File: src/rmma_pkg.sv
// Shared types and constants for the region-mapped memory access block.
// Holds the controller states, the command and status words between the
// controller and the datapath, and the register and status codes.
package rmma_pkg;

   // Fixed field widths of the bus word and the register port.
   localparam int ADDR_W     = 32;
   localparam int DATA_W     = 32;
   localparam int ATTR_W     = 8;
   localparam int WCODE_W    = 2;
   localparam int RBYTES_W   = 13;
   localparam int PERM_W     = 24;
   localparam int CSR_IDX_W  = 3;
   localparam int CSR_DATA_W = 32;

   // Number of region register slots in the register map.
   localparam int REGION_SLOTS = 3;
   localparam int HIT_IDX_W    = 2;

   // Byte lanes of the store.
   localparam int LANES   = 4;
   localparam int LANE_W  = 2;
   localparam int NBYTE_W = 3;

   // Reset value of the critical attribute mask.
   localparam logic [ATTR_W-1:0] CRITICAL_MASK_RESET = 8'hFF;

   // Register indexes.
   localparam logic [CSR_IDX_W-1:0] CSR_REGION0_BASE   = 3'd0;
   localparam logic [CSR_IDX_W-1:0] CSR_REGION1_BASE   = 3'd1;
   localparam logic [CSR_IDX_W-1:0] CSR_REGION2_BASE   = 3'd2;
   localparam logic [CSR_IDX_W-1:0] CSR_REGION0_BYTES  = 3'd3;
   localparam logic [CSR_IDX_W-1:0] CSR_REGION1_BYTES  = 3'd4;
   localparam logic [CSR_IDX_W-1:0] CSR_REGION2_BYTES  = 3'd5;
   localparam logic [CSR_IDX_W-1:0] CSR_PERMISSIONS    = 3'd6;
   localparam logic [CSR_IDX_W-1:0] CSR_CRITICAL_MASK  = 3'd7;

   // Access command and width codes.
   localparam logic CMD_WRITE = 1'b1;
   localparam logic [WCODE_W-1:0] WIDTH_BYTE = 2'd0;
   localparam logic [WCODE_W-1:0] WIDTH_HALF = 2'd1;

   // Response status codes.
   typedef enum logic [1:0] {
      STATUS_OK      = 2'd0,
      STATUS_SECTION = 2'd1,
      STATUS_ATTR    = 2'd2
   } status_type;

   // Controller states.
   typedef enum logic [2:0] {
      ST_CLEAR,
      ST_IDLE,
      ST_DECODE,
      ST_CHECK,
      ST_ACCESS,
      ST_FINISH
   } state_type;

   // Commands from the controller to the datapath.
   typedef struct packed {
      logic clear_en;
      logic req_load;
      logic decode_load;
      logic check_load;
      logic mem_en;
      logic rsp_load;
   } ctrl_cmd_type;

   // Status from the datapath to the controller.
   typedef struct packed {
      logic clear_last;
      logic rsp_free;
   } dp_status_type;

endpackage

File: src/rmma_ctrl.sv
// Controller of the region-mapped memory access block.
// Sequences clearing, decode, check, store access and response; uses rmma_pkg.
module rmma_ctrl (
   input  logic                   clock,
   input  logic                   reset,
   input  logic                   req_valid,
   output logic                   req_ready,
   input  rmma_pkg::dp_status_type dp_status,
   output rmma_pkg::ctrl_cmd_type  cmd
);

   import rmma_pkg::*;

   state_type state_ff;
   state_type state_in;

   // State register.
   always_ff @(posedge clock) begin
      if (reset) begin
         state_ff <= ST_CLEAR;
      end else begin
         state_ff <= state_in;
      end
   end

   // Next state.
   always_comb begin
      state_in = state_ff;
      unique case (state_ff)
         ST_CLEAR: begin
            if (dp_status.clear_last) begin
               state_in = ST_IDLE;
            end
         end
         ST_IDLE: begin
            if (req_valid) begin
               state_in = ST_DECODE;
            end
         end
         ST_DECODE: state_in = ST_CHECK;
         ST_CHECK:  state_in = ST_ACCESS;
         ST_ACCESS: state_in = ST_FINISH;
         ST_FINISH: begin
            if (dp_status.rsp_free) begin
               state_in = ST_IDLE;
            end
         end
         default: state_in = ST_CLEAR;
      endcase
   end

   // Outputs.
   always_comb begin
      cmd       = '0;
      req_ready = 1'b0;
      unique case (state_ff)
         ST_CLEAR: cmd.clear_en = 1'b1;
         ST_IDLE: begin
            req_ready    = 1'b1;
            cmd.req_load = req_valid;
         end
         ST_DECODE: cmd.decode_load = 1'b1;
         ST_CHECK:  cmd.check_load  = 1'b1;
         ST_ACCESS: cmd.mem_en      = 1'b1;
         ST_FINISH: cmd.rsp_load    = dp_status.rsp_free;
         default: begin
            cmd       = '0;
            req_ready = 1'b0;
         end
      endcase
   end

endmodule

File: config.mk
export PLATFORM = sky130hd
export DESIGN_NAME = rmma_ctrl
export DESIGN_NICKNAME = d
export VERILOG_FILES = /design/src/rmma_pkg.sv /design/src/rmma_ctrl.sv
export SDC_FILE = /design/constraint.sdc
export NUM_CORES = 1
export LEC_CHECK = 0
export ABC_CLOCK_PERIOD_IN_PS = 1000
export BUFFER_PORTS_ARGS = -buffer_cell sky130_fd_sc_hd__buf_2
export CORE_AREA = 2 2 39 41
export DETAILED_ROUTE_END_ITERATION = 10
export DIE_AREA = 0 0 41 43
export GPL_TIMING_DRIVEN = 0
export PLACE_DENSITY = 0.36
export SLEW_MARGIN = 40
export SYNTH_ARGS = -nofsm -noshare
export SYNTH_HDL_FRONTEND = slang
export SYNTH_SLANG_ARGS = --single-unit
File: constraint.sdc
create_clock -name clock -period 1 [get_ports clock]
set_input_delay 0.15 -clock clock [delete_from_list [all_inputs] [get_ports clock]]
set_output_delay 0.15 -clock clock [all_outputs]
set_load 0.02 [all_outputs]
# Word level (Yosys, flattened, before mapping)
# Cells that the tools add are included.
totals:
  ff_bits: 3
  out_inout_bits: 7
  elab_cells: 22
classes:
  eq_ne: 8
  n_mux: 11
  reduce_logical: 2
op_table:
  columns: ["op", "n"]
  rows:
  - ["3-bit one-hot mux with 6 select lines", 1]
  - ["3-bit 2-to-1 mux", 3]
  - ["1-bit 2-to-1 mux", 7]
  - ["3-bit by 2-bit equality test with 1-bit output (second input constant)", 2]
  - ["3-bit equality test (second input constant)", 2]
  - ["2-bit != test (second input constant)", 3]
  - ["3-bit by 1-bit equality test with 1-bit output (second input constant)", 1]
  - ["3-bit logical NOT", 1]
  - ["3-bit AND reduction", 1]

# Depth between registers and ports, before layout
logic_depth:
  depth_word: 3
  depth_mapped: 4

# Worst setup path before layout
# Ideal clock, no wire load.
synth_path:
  kind: "reg-to-output"
  startpoint: "register state_ff[0]"
  endpoint: "output cmd[4] (netlist name)"
  arrival_ns: 1.074
  slack_ns: -0.224
  path_stages_with_launch: 4
  path_buffers: 1
  path_cell_list: "dfxtp_1 buf_6 nor3b_2 and2_1"
synth_lines:
  columns: ["element", "line_no", "source"]
  rows:
  - ["start, declared", "rmma_ctrl.sv:14", "state_type state_ff;"]
  - ["start signal, assigned", "rmma_ctrl.sv:22", "state_ff <= state_in;"]
  - ["end, declared", "rmma_ctrl.sv:9", "output rmma_pkg::ctrl_cmd_type cmd"]

==> impl_metrics.toml <==
[global_route]
grt_pass1_vias = 206
grt_start_max_net_pins = 10
grt_pass1_wl_um = 752
globalRoute.totalOverflow = 0
grt.total_usage = 0.0652
antenna_found_initial = 0

[detailed_routing]
route.antenna.remaining_nets = 0
drt_pre_antenna_iters = 4
sum_of_routed_wire_length_over_all_layers_um = 471
drc = 0
vias_per_cell = 3.85
drt_iter0_markers = 1
overall_via_count_from_detail_route = 227
avgRoutedWirePerCell_um = 7.98

[clocking]
cts_root_buffer = "sky130_fd_sc_hd__clkbuf_4"
cts_buffers = 3
cts_sink_cnt = 3
postCtsHoldBufs = 0
cts_max_level = 1
clk_pin_slew_worst_paths_ns = 0.04
cts_tree = "yes"
clk_path_buf_depth = 2
clkLatencyLatePin_ns = 0.23

[timing]
tightest_slew_ns = 0.131
relSlewSlack = 0.910
final_max_slew_viol_count = 0
worst_clock_skew_ns = 0.00158
period_needed_ns = 1.20
portion_of_the_clock_cycle_consumed_by_the_worst_path_in_the_final_layout = 1.20
fin_ws_ns = -0.195
hold_viol_final = 0
finalSetupViolCount = 7
final.hold.worst_slack_ns = 0.0963
achievable-frequency_ghz = 0.837
grt_setup_unrepaired = "yes"

[synth]
synthTopCellsByArea = "sky130_fd_sc_hd__dfxtp_1 (30%), sky130_fd_sc_hd__and2_1 (6.3%), sky130_fd_sc_hd__nor2b_1 (6.3%)"
synth-seq-area-share = 0.302
synthFlopType = "sky130_fd_sc_hd__dfxtp_1"
syn_avg_cell_area_um2 = 8.29
synth_top_cell_area_share = 0.302
synth_common_cells = "sky130_fd_sc_hd__dfxtp_1 (3), sky130_fd_sc_hd__nor2_1 (3)"
synth.distinct_cells = 16
synth-edff-count = 0
synthesis.yosys.warnings = 0
ys_seq_elements = 3
most_area_hungry_cell_type_in_the_yosys_netlist = "sky130_fd_sc_hd__dfxtp_1"
mapped_cells = 24
syn-num-nets = 29
syn-cell-area_um2 = 199
asyncSetResetFlopFracSynth = 0

[power]
power.density_mw_per_mm2 = 1280
totalPowerFinal_w = 0.000512
vdd.ir_drop.worst_mv = 0.493
cellLeakagePower_nw = 0.177

[cells_and_area]
final_layout_size_suffix_gt1_frac = 0.674
antenna_cells_inserted = 0
layout-area-overhead-vs-synth_pct = 101
final-instance-count-excl-fill = 59
max_flop_register = "state_ff"
largest_register_ff_count = 3
final.fill_count = 156
finalNetCount = 49
reg.largest.list = "state_ff (3)"

[critical_path]
worst-endpoint-required_ns = 0.85
critPathMaxStageDelay_ns = 0.37
critPathKind = "reg -> out"
path_max_fanout = 7
worstSetupStartpointType = "flop"
critPathSlowestCell = "sky130_fd_sc_hd__dfxtp_4"
cp.arrival_ns = 1.05
setup.worst_path.end_class = "output pin"
critical_path.cell_chain = "nor3b_4 -> and2_4 -> buf_6"

[floorplan]
core_area_mm2 = 0.00138
dieWidth_um = 41
fp.dieH_um = 43
pin_count = 12
cell_rows = 14
initial_utilization = 0.144
die-area_mm2 = 0.00176

[worst_hold_path]
holdCritPathClass = "in -> reg"

[placed_design]
placed_cells = 51
port_buffers = 11
dp.final_hpwl_um = 358
place_congestion = 0.655
dp_worst_setup_slack_ns = -0.0711

[status]
run_status = "finished, violations left"
failed_checks = "setup timing"

[flow_run]
maxCapViolCount = 0
-- routing by layer --
metal | share of wire | GRT usage | vias up
met2 | 0.59 | 0.100 | 5
met4 | 0 | 0.0600 | 0
met1 | 0.34 | 0.0545 | 103
met5 | 0 | 0 | -
met3 | 0.070 | 0.0366 | 0
li1 | - | - | 119
-- cells by family after synthesis --
kind of cell           after synthesis  synth area share
muxes                                1            0.0503
buffers and inverters                1            0.0566
DFF                                  3             0.302
and+or+nand+nor                     14             0.409
AOI/OAI and AO/OA                    5             0.182
-- critical path: cells and delay by family (launching register included) --
family / cells / cell delay, ns
flops: 1 / 0.37
simple gates: 2 / 0.34
buf+inv: 1 / 0.10
-- worst paths after layout --
check         startpoint          end  slack [ns]  cells past startpoint
max          state_ff[2]       cmd[4]       -0.20                      3
min                reset  state_ff[0]         0.1                      2
max reg2reg  state_ff[1]  state_ff[1]        0.11                      4
min reg2reg  state_ff[2]  state_ff[1]        0.50                      1
-- through the flow --
| stage | utilization | TNS (ns) | area [um^2] |
|---|---|---|---|
| after floorplan | - | -0.195 | 211 |
| after global placement | 0.207 | -0.199 | 287 |
| after detailed placement | 0.207 | -0.226 | 287 |
| after CTS | 0.278 | -1.37 | 385 |
| after global routing | 0.288 | -1.42 | 399 |
| final | 0.288 | -1.04 | 399 |
-- cell usage in the layout, fill, tap and decap left out, types with 2 or more instances in the layout --
| master | instances |
|---|---|
| sky130_fd_sc_hd__nor2_2 | 2 |
| sky130_fd_sc_hd__clkbuf_4 | 3 |
| sky130_fd_sc_hd__nor2b_1 | 2 |
| sky130_fd_sc_hd__buf_6 | 6 |
| sky130_fd_sc_hd__nor3_1 | 2 |
| sky130_fd_sc_hd__nand2_1 | 2 |
| sky130_fd_sc_hd__buf_4 | 5 |
| sky130_fd_sc_hd__dfxtp_4 | 3 |
| sky130_fd_sc_hd__buf_2 | 5 |
-- where the power goes --
group          leakage (nW)  switching, W  total [W]  internal [W]
Combinational         0.136     0.0000676   0.000158     0.0000908
Sequential           0.0267     0.0000158   0.000143      0.000128
Clock                0.0150     0.0000603   0.000210      0.000149
Total                 0.177      0.000144   0.000512      0.000368
-- layout make-up --
class	count	area, um^2	area share
multi-input combinational	20	151	0.379
clock buffer	4	26.3	0.0658
sequential	3	71.3	0.179
timing repair buffer	16	130	0.326
tap	16	20.0	0.0502
-- repair_timing --
item,in CTS,in global routing
setup buffers,4,1
endpoints found under the setup margin,8,7
pin swaps,3,4
resized for setup,15,5
Note: power is estimated with default switching activity, not from simulation.
